$ cat src/design/vpsp_pkg.sv
// Shared types, constants and rounding helper for the vertical plane slab projector.
package vpsp_pkg;

  localparam int COORD_W   = 32;
  localparam int HALF_W    = 31;
  localparam int CFG_IDX_W = 3;
  localparam int Q_DEPTH   = 8;
  localparam int Q_PTR_W   = $clog2(Q_DEPTH);
  localparam int Q_CNT_W   = Q_PTR_W + 1;

  typedef logic signed [COORD_W-1:0] coord_t;
  typedef logic signed [65:0]        wide_t;

  // Register indexes of the configuration port
  typedef enum logic [CFG_IDX_W-1:0] {
    CFG_START_X    = 3'd0,
    CFG_START_Y    = 3'd1,
    CFG_START_Z    = 3'd2,
    CFG_END_X      = 3'd3,
    CFG_END_Y      = 3'd4,
    CFG_END_Z      = 3'd5,
    CFG_SLAB_HALF  = 3'd6
  } cfg_idx_t;

  // Derived plane description
  typedef struct packed {
    coord_t            normal_a;
    coord_t            normal_b;
    coord_t            plane_offset;
    coord_t            span_low;
    coord_t            span_high;
    coord_t            height_limit;
    logic [HALF_W-1:0] half_width;
    logic              degenerate;
  } plane_t;

  // One request held between front and back
  typedef struct packed {
    wide_t  tsum;
    coord_t z;
  } q_item_t;

  // Queue status seen by the front and the back
  typedef struct packed {
    logic [Q_CNT_W-1:0] count;
    logic               nonempty;
  } q_stat_t;

  // Q.46 to Q16.16: round half up, then saturate
  function automatic coord_t to_coord(input wide_t v);
    logic signed [66:0] t;
    logic signed [36:0] q;
    t = 67'(v) + 67'sd536870912;
    q = t[66:30];
    if (q > 37'sd2147483647) begin
      return 32'sh7fffffff;
    end else if (q < -37'sd2147483648) begin
      return 32'sh80000000;
    end else begin
      return q[31:0];
    end
  endfunction

endpackage

$ cat src/design/vpsp_back.sv
// Back pipeline: rounds the abscissa, applies the span and height window, holds the result.
module vpsp_back (
  input  logic               clk,
  input  logic               rst,
  input  vpsp_pkg::q_stat_t  q_stat,
  input  vpsp_pkg::q_item_t  pop_item,
  output logic               pop,
  input  vpsp_pkg::plane_t   plane,
  output logic               result_valid,
  input  logic               result_ready,
  output vpsp_pkg::coord_t   plane_abscissa,
  output vpsp_pkg::coord_t   plane_height
);
  import vpsp_pkg::*;

  logic   b1_v;
  coord_t b1_u, b1_z;

  // Window test on the rounded abscissa
  logic keep, out_free, b1_move, b1_free;
  assign keep     = (b1_u > plane.span_low) && (b1_u < plane.span_high) &&
                    (b1_z < plane.height_limit);
  assign out_free = !result_valid || result_ready;
  assign b1_move  = b1_v && (out_free || !keep);
  assign b1_free  = !b1_v || b1_move;
  assign pop      = q_stat.nonempty && b1_free;

  // Rounding stage
  always_ff @(posedge clk) begin
    if (rst) begin
      b1_v <= 1'b0;
    end else if (b1_free) begin
      b1_v <= pop;
    end
  end

  always_ff @(posedge clk) begin
    if (pop) begin
      b1_u <= to_coord(pop_item.tsum);
      b1_z <= pop_item.z;
    end
  end

  // Output register
  always_ff @(posedge clk) begin
    if (rst) begin
      result_valid <= 1'b0;
    end else if (b1_move && keep) begin
      result_valid <= 1'b1;
    end else if (result_ready) begin
      result_valid <= 1'b0;
    end
  end

  always_ff @(posedge clk) begin
    if (b1_move && keep) begin
      plane_abscissa <= b1_u;
      plane_height   <= b1_z;
    end
  end

endmodule

$ cat config.mk
export PLATFORM = sky130hd
export DESIGN_NAME = vpsp_back
export DESIGN_NICKNAME = d
export VERILOG_FILES = /design/src/design/vpsp_pkg.sv /design/src/design/vpsp_back.sv
export SDC_FILE = /design/constraint.sdc
export NUM_CORES = 1
export LEC_CHECK = 0
export BUFFER_PORTS_ARGS = -buffer_cell sky130_fd_sc_hd__buf_4
export CAP_MARGIN = 5
export CORE_AREA = 2 2 154 156
export CTS_CLUSTER_SIZE = 20
export DETAILED_ROUTE_END_ITERATION = 7
export DIE_AREA = 0 0 156 158
export HOLD_SLACK_MARGIN = 0.12
export SYNTH_ARGS = -nofsm -noshare
export SYNTH_HDL_FRONTEND = slang
export SYNTH_SLANG_ARGS = --single-unit
export TNS_END_PERCENT = 1
$ cat constraint.sdc
create_clock -name clk -period 9.23 [get_ports clk]
set_clock_uncertainty 0.1 [all_clocks]
set_input_delay 0.4615 -clock clk [delete_from_list [all_inputs] [get_ports clk]]
set_output_delay 0.4615 -clock clk [all_outputs]
set_load 0.1 [all_outputs]
==> reports/metrics.yaml <==
outcome:
  outcome: "completed"
floorplanning:
  initial_core_util_pct: 31.97
  dieHeight_um: 158
  die-width_um: 156
  pin_count: 396
  die_area_um2: 24650
  fp-row-count: 56
  core_um2: 23050
detailed_routing:
  ant_nets: 0
  initial_drc_count: 226
  wl_um: 19990
  detail_route.wl_per_cell_um: 16.55
  vias: 5584
  post-route-drc-count: 0
  drt-pass1-iter-count: 5
  vias_per_cell: 4.623
synthesis:
  synth_sequential_area_ratio_pct: 52.70
  synth_commonest_cells: "sky130_fd_sc_hd__edfxtp_1 (128), sky130_fd_sc_hd__inv_1 (102), sky130_fd_sc_hd__ha_1 (95)"
  synth_seq_cells: 130
  yosysWarningCount: 0
  synthDominantAreaCellType: "sky130_fd_sc_hd__edfxtp_1"
  syn_area_per_cell_um2: 11.83
  post_synth_instance_area_um2: 7370
  share_of_the_synthesized_area_in_the_top_cell_type_pct: 52.16
  mappedNetlistNets: 1048
  synth_enable_flop_cells: 128
  synthDistinctLibCells: 53
  synthCells: 623
  synth_async_sr_flop_share_pct: 0
  ys_dominant_reg_cell: "sky130_fd_sc_hd__edfxtp_1"
  ys_top_cells_by_area: "sky130_fd_sc_hd__edfxtp_1 (52%), sky130_fd_sc_hd__ha_1 (16%), sky130_fd_sc_hd__inv_1 (5.2%)"
  synth_most_common_cell: "sky130_fd_sc_hd__edfxtp_1"
layout:
  syn2layout_area_growth_pct: 41.85
  final_design_area_no_fill_um2: 10450
  layout-drive-gt1-share_pct: 33.88
  antenna-diode-count: 0
  nFillCells: 2166
  final_net_count: 1331
placement:
  globalplace.congestion: 0.8411
  numPortBuffers: 234
  dpl_cell_area_um2: 9494
  detailedPlace.worstSlack_ns: 4.766
  dp_hpwl_um: 15830
power_and_ir_drop:
  switching_portion_of_total_power_pct: 25.32
  vdd_ir_drop_max_v: 0.0001254
  seqPwrFrac_pct: 41.4
  clockPowerShare_pct: 43.5
  power_density_nw_per_um2: 159.9
  p_total_mw: 1.672
  static-leakage-power_nw: 4.559
  cell_internal_pwr_mw: 1.248
  p_comb_share_pct: 15.1
  total_switching_power_mw: 0.4233
sta:
  period_share_pct: 51.39
  finalSetupTns_ns: 0
  slew_headroom_pct: 35.77
  period_needed_ns: 4.743
  maxClockFrequency_mhz: 210.8
  timing_max_transition_violations_final: 0
  timing.final.ws_setup_ns: 4.487
  tightestPinTransition_ns: 0.9635
  setup_violators_final: 0
  grt_setup_unrepaired: "no"
  final-hold-violation-count: 0
worst_setup_path:
  critical_path.startpoint_type: "flip-flop"
  required_ns: 8.67
  critPathCaptureType: "output pin"
  crit_path_max_fanout: 65
  cp_data_arrival_time_ns: 4.18
  timing.setup.critical_path_class: "reg -> out"
global_route:
  grt_pass1_wl_um: 30370
  grt.total_usage_pct: 16.21
  grt.overflow.total: 0
  antenna_found_initial: 0
  pin_count_of_the_biggest_net_entering_global_routing: 66
  grt_pass1_vias: 5725
run:
  max_cap_viol_count: 0
clock_network:
  cts_repair_resize_count: 0
  cts_buffers: 17
  tritoncts: "built"
  cts-root-buf: "sky130_fd_sc_hd__clkbuf_16"
  cts_setup_buffers: 0
  clk-insertion-delay-late_ns: 0.41
  cts_hold_buffers: 33
  path_clk_slew_ns: 0.06
  cts_max_level: 4
  cts.path.max_buffers: 2
  cts.sinks: 130
min_path:
  min-delay-path-class: "in -> reg"
## critical path: stages, from the launching register on
cell                       delay [ns]
sky130_fd_sc_hd__edfxtp_1        0.46
sky130_fd_sc_hd__ha_1            0.33
sky130_fd_sc_hd__nor2b_1         0.13
sky130_fd_sc_hd__o211ai_1        0.14
sky130_fd_sc_hd__a21oi_1         0.09
sky130_fd_sc_hd__o311ai_0        0.63
sky130_fd_sc_hd__a31oi_1         0.17
sky130_fd_sc_hd__o211ai_1        0.50
sky130_fd_sc_hd__o21a_4          0.86
sky130_fd_sc_hd__buf_4           0.43
## sequential cells by signal, indices dropped and copies added, names as in the netlist
signal          flops
result_valid        1
plane_height       32
b1_u               32
b1_z               32
b1_v                1
plane_abscissa     32
## path summary, 6_finish.rpt
| check | start | slack, ns | depth (start not counted) | to |
|---|---|---|---|---|
| setup / recovery | b1_u[1]$_SDFFCE_PN1P_ | 4.49 | 9 | pop |
| hold / removal | q_stat[0] | 0.20 | 3 | b1_v$_SDFFE_PP0P_ |
| setup reg to reg | b1_u[31]$_SDFFCE_PN0P_ | 4.91 | 9 | plane_abscissa[27]$_DFFE_PP_ |
| hold reg to reg | b1_z[0]$_DFFE_PP_ | 0.35 | 0 | plane_height[0]$_DFFE_PP_ |
## kinds of logic (layout without fill, tap and decap cells)
family	Yosys count	count (layout)	share of synthesized area [%]
buffers and inverters	110	405	6.010
adder cells (fa/ha/maj)	95	95	16.13
multiplexers	1	1	0.1358
flip-flops	130	130	52.70
AND/OR/NAND/NOR	140	140	10.51
AO/OA/AOI/OAI	117	117	10.95
XOR/XNOR	30	30	3.565
## metrics by stage
step	std cells	hold slack (ns)	util [%]
6_report	1208	0.2048	45.35
5_1_grt	1208	0.2080	45.35
4_1_cts	1208	0.1834	45.35
3_5_place_dp	1144	0.3345	41.19
3_3_place_gp	1144	0.3214	41.19
2_1_floorplan	623	0.3168	-
## cell usage in the layout, fill, tap and decap left out, types with 4 or more instances in the layout
master                          synthesis  layout
sky130_fd_sc_hd__buf_4                  1     239
sky130_fd_sc_hd__edfxtp_1             128     128
sky130_fd_sc_hd__inv_1                102     102
sky130_fd_sc_hd__ha_1                  95      95
sky130_fd_sc_hd__a21oi_1               37      37
sky130_fd_sc_hd__nand2_1               35      35
sky130_fd_sc_hd__dlygate4sd3_1          0      33
sky130_fd_sc_hd__o21ai_2               31      31
sky130_fd_sc_hd__nand4_1               25      25
sky130_fd_sc_hd__xor2_1                19      19
sky130_fd_sc_hd__o21ai_0               17      17
sky130_fd_sc_hd__clkbuf_16              0      17
sky130_fd_sc_hd__nand3_1               16      16
sky130_fd_sc_hd__nor2_1                15      15
sky130_fd_sc_hd__xnor2_1               11      11
sky130_fd_sc_hd__nor3_1                 6       6
sky130_fd_sc_hd__nand2b_1               6       6
sky130_fd_sc_hd__and4_1                 6       6
sky130_fd_sc_hd__and3_1                 6       6
sky130_fd_sc_hd__a21o_1                 4       4
sky130_fd_sc_hd__bufinv_16              0       4
## power by group through the flow
stage	registers [mW]	clock network (mW)	logic [mW]
CTS	0.693	0.741	0.255
detailed placement	0.706	0	0.241
finish	0.693	0.727	0.252
global route	0.696	0.767	0.281
floorplan	0.731	0	0.110
global placement	0.705	0	0.237
## layer usage
| layer | track usage [%] | vias up | share of wire (%) |
|---|---|---|---|
| met3 | 3.203 | 16 | 5.8 |
| met2 | 27.08 | 168 | 47 |
| met5 | 0 | - | 0 |
| li1 | - | 2860 | - |
| met4 | 4.849 | 0 | 1.2 |
| met1 | 21.36 | 2540 | 46 |
## cell type report
type / count / area (um2) / share of cell area, %
tap: 290 / 362.8 / 3.471
clock buffer: 17 / 425.4 / 4.069
sequential: 130 / 3884 / 37.15
timing repair buffer: 272 / 2125 / 20.32
clock inverter: 14 / 203.9 / 1.951
multi-input combinational: 383 / 3070 / 29.37
inverter: 102 / 382.9 / 3.662
No activity file was read; power rests on OpenSTA's default activity.
