**src/design/vpsp_pkg.sv**
```systemverilog
// Shared types, constants and rounding helper for the vertical plane slab projector.
package vpsp_pkg;

  localparam int COORD_W   = 32;
  localparam int HALF_W    = 31;
  localparam int CFG_IDX_W = 3;
  localparam int Q_DEPTH   = 8;
  localparam int Q_PTR_W   = $clog2(Q_DEPTH);
  localparam int Q_CNT_W   = Q_PTR_W + 1;

  typedef logic signed [COORD_W-1:0] coord_t;
  typedef logic signed [65:0]        wide_t;

  // Register indexes of the configuration port
  typedef enum logic [CFG_IDX_W-1:0] {
    CFG_START_X    = 3'd0,
    CFG_START_Y    = 3'd1,
    CFG_START_Z    = 3'd2,
    CFG_END_X      = 3'd3,
    CFG_END_Y      = 3'd4,
    CFG_END_Z      = 3'd5,
    CFG_SLAB_HALF  = 3'd6
  } cfg_idx_t;

  // Derived plane description
  typedef struct packed {
    coord_t            normal_a;
    coord_t            normal_b;
    coord_t            plane_offset;
    coord_t            span_low;
    coord_t            span_high;
    coord_t            height_limit;
    logic [HALF_W-1:0] half_width;
    logic              degenerate;
  } plane_t;

  // One request held between front and back
  typedef struct packed {
    wide_t  tsum;
    coord_t z;
  } q_item_t;

  // Queue status seen by the front and the back
  typedef struct packed {
    logic [Q_CNT_W-1:0] count;
    logic               nonempty;
  } q_stat_t;

  // Q.46 to Q16.16: round half up, then saturate
  function automatic coord_t to_coord(input wide_t v);
    logic signed [66:0] t;
    logic signed [36:0] q;
    t = 67'(v) + 67'sd536870912;
    q = t[66:30];
    if (q > 37'sd2147483647) begin
      return 32'sh7fffffff;
    end else if (q < -37'sd2147483648) begin
      return 32'sh80000000;
    end else begin
      return q[31:0];
    end
  endfunction

endpackage

```
**src/design/vpsp_queue.sv**
```systemverilog
// Short request queue between the front and the back.
module vpsp_queue (
  input  logic               clk,
  input  logic               rst,
  input  logic               push,
  input  vpsp_pkg::q_item_t  push_item,
  input  logic               pop,
  output vpsp_pkg::q_item_t  pop_item,
  output vpsp_pkg::q_stat_t  q_stat
);
  import vpsp_pkg::*;

  q_item_t            mem [Q_DEPTH];
  logic [Q_PTR_W-1:0] wr_ptr, rd_ptr;
  logic [Q_CNT_W-1:0] count;

  // Pointers and fill count
  always_ff @(posedge clk) begin
    if (rst) begin
      wr_ptr <= '0;
      rd_ptr <= '0;
      count  <= '0;
    end else begin
      if (push) wr_ptr <= wr_ptr + 1'b1;
      if (pop)  rd_ptr <= rd_ptr + 1'b1;
      if (push && !pop) begin
        count <= count + 1'b1;
      end else if (pop && !push) begin
        count <= count - 1'b1;
      end
    end
  end

  // Storage
  always_ff @(posedge clk) begin
    if (push) mem[wr_ptr] <= push_item;
  end

  assign pop_item        = mem[rd_ptr];
  assign q_stat.count    = count;
  assign q_stat.nonempty = (count != '0);

endmodule

```
**config.mk**
```make
export PLATFORM = sky130hd
export DESIGN_NAME = vpsp_queue
export DESIGN_NICKNAME = d
export VERILOG_FILES = /design/src/design/vpsp_pkg.sv /design/src/design/vpsp_queue.sv
export SDC_FILE = /design/constraint.sdc
export NUM_CORES = 1
export LEC_CHECK = 0
export BUFFER_PORTS_ARGS = -buffer_cell sky130_fd_sc_hd__buf_2
export CAP_MARGIN = 0
export CORE_MARGIN = 4
export CORE_UTILIZATION = 32
export DETAILED_ROUTE_END_ITERATION = 12
export HOLD_SLACK_MARGIN = 0.02
export PLACE_DENSITY = 0.54
export SLEW_MARGIN = 5
export SYNTH_ARGS = -nofsm -noshare
export SYNTH_HDL_FRONTEND = slang
export SYNTH_SLANG_ARGS = --single-unit
```
**constraint.sdc**
```tcl
create_clock -name clk -period 13.4 [get_ports clk]
set_clock_uncertainty 0.15 [all_clocks]
set_input_delay 4.02 -clock clk [delete_from_list [all_inputs] [get_ports clk]]
set_output_delay 4.02 -clock clk [all_outputs]
set_load 0.05 [all_outputs]
```
==> results of run 1 <==
==> area by class of cell <==
type | count | area, µm² | share of cell area (%)
sequential | 797 | 23800 | 67.3
multi-input combinational | 345 | 5990 | 16.9
clock buffer | 115 | 2320 | 6.57
tap | 1254 | 1570 | 4.44
timing repair buffer | 228 | 1230 | 3.47
clock inverter | 41 | 414 | 1.17
antenna | 6 | 15.0 | 0.0425
inverter | 2 | 7.51 | 0.0212
==> cells in the mapped netlist (all sizes together) <==
cell / n / area, µm²
mux4: 196 / 4500
nand3: 1 / 5.00
edfxtp: 784 / 23500
nor2: 19 / 71.3
fa: 1 / 20.0
dfxtp: 13 / 260
xnor2: 3 / 26.3
mux2i: 3 / 30.0
a21oi: 2 / 10.0
a211oi: 1 / 7.51
a31oi: 1 / 6.26
xor2: 3 / 26.3
inv: 2 / 7.51
nor3: 2 / 10.0
buf: 39 / 309
nand2b: 3 / 18.8
nor2b: 1 / 6.26
or4: 1 / 7.51
clkbuf: 18 / 67.6
ha: 5 / 62.6
nand2: 4 / 15.0
mux2: 99 / 1110
==> worst min-delay path, delay by kind of cell, from the launching register on <==
family	cells	cell delay (ps)
flip-flops	1	320
AND/OR/NAND/NOR	1	110
XOR/XNOR	1	60
==> sequential cells by signal, indices dropped and copies added (netlist names), named ones only <==
| register | cells |
|---|---|
| wr_ptr | 3 |
| mem | 784 |
| count | 4 |
| rd_ptr | 3 |
==> report_power, final <==
part,total (mW),switching (mW),internal (mW)
logic,0.603,0.393,0.210
clock network,2.28,0.925,1.35
registers,2.83,0.0233,2.81
total,5.71,1.34,4.37
==> cell families after synthesis <==
family                     Yosys count  synth area share, %
DFF                                797                 79.0
muxes                              298                 18.7
buffers and inverters               59                 1.28
and+or+nand+nor                     31                0.444
xor gates and xnor gates             6                0.174
adders and majority gates            6                0.274
AOI/OAI and AO/OA                    4               0.0789
==> metal layers <==
layer | up-vias | global-route usage (%)
met5 | - | 0
met4 | 6 | 3.85
met3 | 100 | 3.45
met2 | 293 | 20.9
met1 | 7018 | 16.2
li1 | 5698 | -
==> worst min path at each step <==
stage | start | end | slack [ps] | cells past startpoint
floorplan | rd_ptr[2] | register | 330 | 2
global placement | rd_ptr[1] | register | 360 | 2
detailed placement | wr_ptr[2] | wr_ptr[2] | 370 | 2
CTS | wr_ptr[2] | wr_ptr[2] | 390 | 2
global route | wr_ptr[2] | wr_ptr[2] | 410 | 2
finish | rd_ptr[2] | rd_ptr[2] | 380 | 2
==> per-stage QoR <==
stage / total power [mW] / utilization, % / hold WS (ps) / instance area [µm²] / instances
after floorplan: 3.34 / - / 335 / 30100 / 1201
after global placement: 3.49 / 34.9 / 356 / 32600 / 2626
after detailed placement: 3.50 / 34.9 / 367 / 32600 / 2626
after CTS: 5.81 / 37.9 / 386 / 35300 / 2782
after global routing: 5.95 / 37.9 / 408 / 35300 / 2783
final: 5.71 / 37.9 / 379 / 35400 / 2788
==> reports/qor.yml, run 1 <==
synth:
  synthCells: 1201
  yosysUniqueCellTypes: 25
  ys_warn_count: 0
  synth_nets: 1309
  ys_seq_elements: 797
  postSynthAreaPerCell_um2: 25.1
  synth_seq_area_share_pct: 79.0
  syn-cell-area_um2: 30100
floorplanning:
  core_area_um2: 93300
  die_x_um: 315
  io-pin-count: 205
  std_cell_rows: 112
  start_util_pct: 32.3
  fp.dieH_um: 315
  dieArea_um2: 99100
critical_path:
  worstPathRequired_ps: 9230
  cp_num_buf_inv: 3
  r2r_end: "mem[0][73]"
  worstReg2RegStart: "wr_ptr[2]"
  ff2ff_path_depth: 3
  critPathLaunchType: "register"
  rrSetupSlack_ps: 10710
  critical_path_class: "register to output pin"
  slowest_stage: "buf_4"
  cp-endpoint: "pop_item[17]"
  critPathCaptureType: "output pin"
  cp.depth: 5
  cpLargestDelayFamily: "buffers and inverters"
  critPathMaxStageDelay_ps: 750
  crit_chain: "buf_4, buf_12, mux4_1, mux2_2, buf_2"
  crit_arrival_ps: 4020
  crit_fanout: 98
timing:
  worst_slack_ps: 5210
  setup_tns_ps: 0
  hold_viol_final: 0
  slew_violations: 0
  setup_violations: 0
  max-slew-margin-rel_pct: 25.6
  finalCritPeriodShare_pct: 61.1
  worst_pin_slew_ps: 1120
  grt_setup_unrepaired: "no"
  finalWorstPathRequiredPeriod_ps: 8190
  fmax_mhz: 122
global_route:
  grt_max_degree: 99
  grt_pass1_wl_um: 92400
  antenna_found_initial: 11
  grt.overflow.total: 0
  grt_util_all_layers_pct: 12.6
  grt_pass1_vias: 14390
pwr:
  p_leak_nw: 11.2
  peakVddDrop_v: 0.000105
  powerDensity_nw_per_um2: 162
cts:
  cts_tree: "built"
  root_buffer: "clkbuf_16"
  htreeDepth: 3
  cts.sinks: 797
  post-cts-setup-buffers: 0
  cts_buffer_depth: 3
  insertion_delay_ps: 620
  cts.repair.resized: 0
  cts.clk_slew.worst_paths_ps: 60
  numCtsBuffers: 87
  postCtsHoldBufs: 0
drt:
  viasPerCell: 4.70
  dr_wl_met2_um: 30500
  wirelength_um: 61900
  drt_first_pass_iters: 4
  remaining_drc_errors: 0
  ant_nets: 0
  met3_length_um: 3820
  wire_per_inst_um: 22.2
  drtIter0Drc: 951
  wl_met1_um: 26300
  vias: 13115
  highest_layer: "met5"
placement:
  pre_cts_ws_ps: 5760
  gp_congestion: 0.665
  io_buffers: 204
  hpwl_um: 32200
cells_and_area:
  drive_above_1_share_pct: 41.2
  fillCellCount: 8502
  layout_commonest_cell: "edfxtp_1"
  fin_nets: 1569
  syn2layout_area_growth_pct: 17.4
  final_cell_mix: "784 x edfxtp_1, 204 x buf_2, 174 x mux4_2"
worst_hold_path:
  min_path_type: "register to register"
status:
  status: "finished, final reports clean"
run:
  max_cap_violations: 0
No activity file was read; power rests on OpenSTA's default activity.
==> inputs of run 2 (changes only) <==
==> constraint.sdc (replaced) <==
create_clock -name clk -period 7.6 [get_ports clk]
set_clock_uncertainty 0.15 [all_clocks]
set_input_delay 2.28 -clock clk [delete_from_list [all_inputs] [get_ports clk]]
set_output_delay 2.28 -clock clk [all_outputs]
set_load 0.05 [all_outputs]
==> reports/qor.yml, run 2 (synthesized netlist as in run 1, its figures left out) <==
cells_and_area:
  layout_commonest_cell: "edfxtp_1"
  fin_nets: 1574
  top_regs: "mem: 784 flops, count: 4 flops"
  layoutNonFillerInstCount: 2796
  largest-register: "mem"
  largest_reg_flops: 784
  final_cell_mix: "784 x edfxtp_1, 204 x buf_2, 174 x mux4_2"
  syn2layout_area_growth_pct: 17.7
  drive_above_1_share_pct: 41.3
global_route:
  antenna_found_initial: 11
  grt_pass1_wl_um: 96800
  grt_pass1_vias: 14665
  grt_max_degree: 103
  grt.overflow.total: 0
  grt_util_all_layers_pct: 13.3
critical_path:
  ff2ff_path_depth: 3
  cpLargestDelayFamily: "flip-flops"
  slowest_stage: "dfxtp_4"
  critPathCaptureType: "output pin"
  cp-endpoint: "pop_item[73]"
  critPathLaunchType: "register"
  critPathMaxStageDelay_ps: 1080
  worstReg2RegStart: "wr_ptr[0]"
  rrSetupSlack_ps: 4890
  crit_chain: "buf_4, mux4_2, mux2_2, buf_2"
  cp.depth: 4
  worstPathRequired_ps: 5170
  crit_fanout: 59
  crit_arrival_ps: 3210
  r2r_end: "mem[7][58]"
  cp_num_buf_inv: 2
  critical_path_class: "register to output pin"
drt:
  ant_nets: 0
  viasPerCell: 4.71
  wire_per_inst_um: 23.4
  wirelength_um: 65500
  vias: 13175
  remaining_drc_errors: 0
  drtIter0Drc: 917
  drt_first_pass_iters: 5
placement:
  io_buffers: 204
  pre_cts_ws_ps: 2550
  hpwl_um: 34700
  dp.cells: 2631
  gp_congestion: 0.664
cts:
  cts.clk_slew.worst_paths_ps: 60
  root_buffer: "clkbuf_16"
  cts_buffer_depth: 3
  postCtsHoldBufs: 0
  cts.sinks: 797
  htreeDepth: 3
  insertion_delay_ps: 630
  numCtsBuffers: 87
  cts_tree: "built"
  cts.repair.resized: 0
  post-cts-setup-buffers: 0
timing:
  setup_tns_ps: 0
  slew_violations: 0
  max-slew-margin-rel_pct: 21.0
  finalWorstPathRequiredPeriod_ps: 5640
  setup_violations: 0
  finalCritPeriodShare_pct: 74.3
  grt_setup_unrepaired: "no"
  hold_viol_final: 0
  worst_pin_slew_ps: 1180
  fmax_mhz: 177
  worst_slack_ps: 1960
pwr:
  p_leak_nw: 11.2
  pwr-share-clk_pct: 40.0
  sequentialPowerShare_pct: 49.4
  peakVddDrop_v: 0.000176
  internal-power_mw: 7.66
  swShare_pct: 24.2
  power.switching_mw: 2.44
  powerDensity_nw_per_um2: 285
  p_comb_share_pct: 10.6
run:
  max_cap_violations: 0
floorplanning:
  die_x_um: 315
  dieArea_um2: 99100
  core_area_um2: 93300
  start_util_pct: 32.3
  std_cell_rows: 112
  fp.dieH_um: 315
  io-pin-count: 205
status:
  status: "finished, final reports clean"
worst_hold_path:
  min_path_type: "register to register"
==> run 2: cell count changes in the layout (fill, tap and decap cells not counted), moves of 2 or more <==
cell / before / now
inv_6: 1 / 5
buf_12: 2 / 5
nor3_2: 2 / 0
buf_4: 22 / 24
diode_2: 6 / 4
nor3_4: 0 / 2
clkbuf_1: 26 / 22
clkinv_1: 13 / 21
==> run 2: through the flow <==
step / instance area [µm²] / power, mW / hold slack, ps / utilization, %
2_1_floorplan: 30100 / 5.89 / 335 / -
3_3_place_gp: 32700 / 6.16 / 356 / 35.0
3_5_place_dp: 32700 / 6.18 / 356 / 35.0
4_1_cts: 35400 / 10.3 / 378 / 38.0
5_1_grt: 35400 / 10.5 / 392 / 38.0
6_report: 35400 / 10.1 / 376 / 38.0
==> run 2: worst min-delay path: stages (launching register included) <==
cell and delay, ps:
dfxtp_1 330, xor2_1 60, nor2_1 90
==> run 2: power by group through the flow <==
stage,sequential (mW),combinational (mW),clock (mW)
2_1_floorplan,5.09,0.797,0
3_3_place_gp,5.08,1.08,0
3_5_place_dp,5.09,1.10,0
4_1_cts,4.99,1.10,4.18
5_1_grt,5.00,1.15,4.37
6_report,4.99,1.07,4.05
==> run 2: layout make-up <==
class	instances	area, µm²
fill	8422	57900
sequential	797	23800
multi-input combinational	345	6000
clock buffer	110	2280
tap	1254	1570
timing repair buffer	233	1300
clock inverter	51	455
antenna	4	10.0
inverter	2	7.51
==> run 2: routing by layer <==
| layer | share of wire [%] | GRT usage (%) | vias up |
|---|---|---|---|
| li1 | - | - | 5716 |
| met1 | 45 | 17.9 | 7081 |
| met2 | 49 | 21.7 | 266 |
| met3 | 4.8 | 2.96 | 102 |
| met4 | 1.9 | 3.83 | 10 |
| met5 | 0.096 | 0 | - |
==> run 2: worst min-delay path by stage <==
stage	to	start	depth (start not counted)	slack (ps)
6_report	rd_ptr[2]	rd_ptr[2]	2	380
3_3_place_gp	register	rd_ptr[2]	2	360
3_5_place_dp	register	rd_ptr[2]	2	360
5_1_grt	rd_ptr[2]	rd_ptr[2]	2	390
2_1_floorplan	register	rd_ptr[2]	2	330
4_1_cts	rd_ptr[2]	rd_ptr[2]	2	380
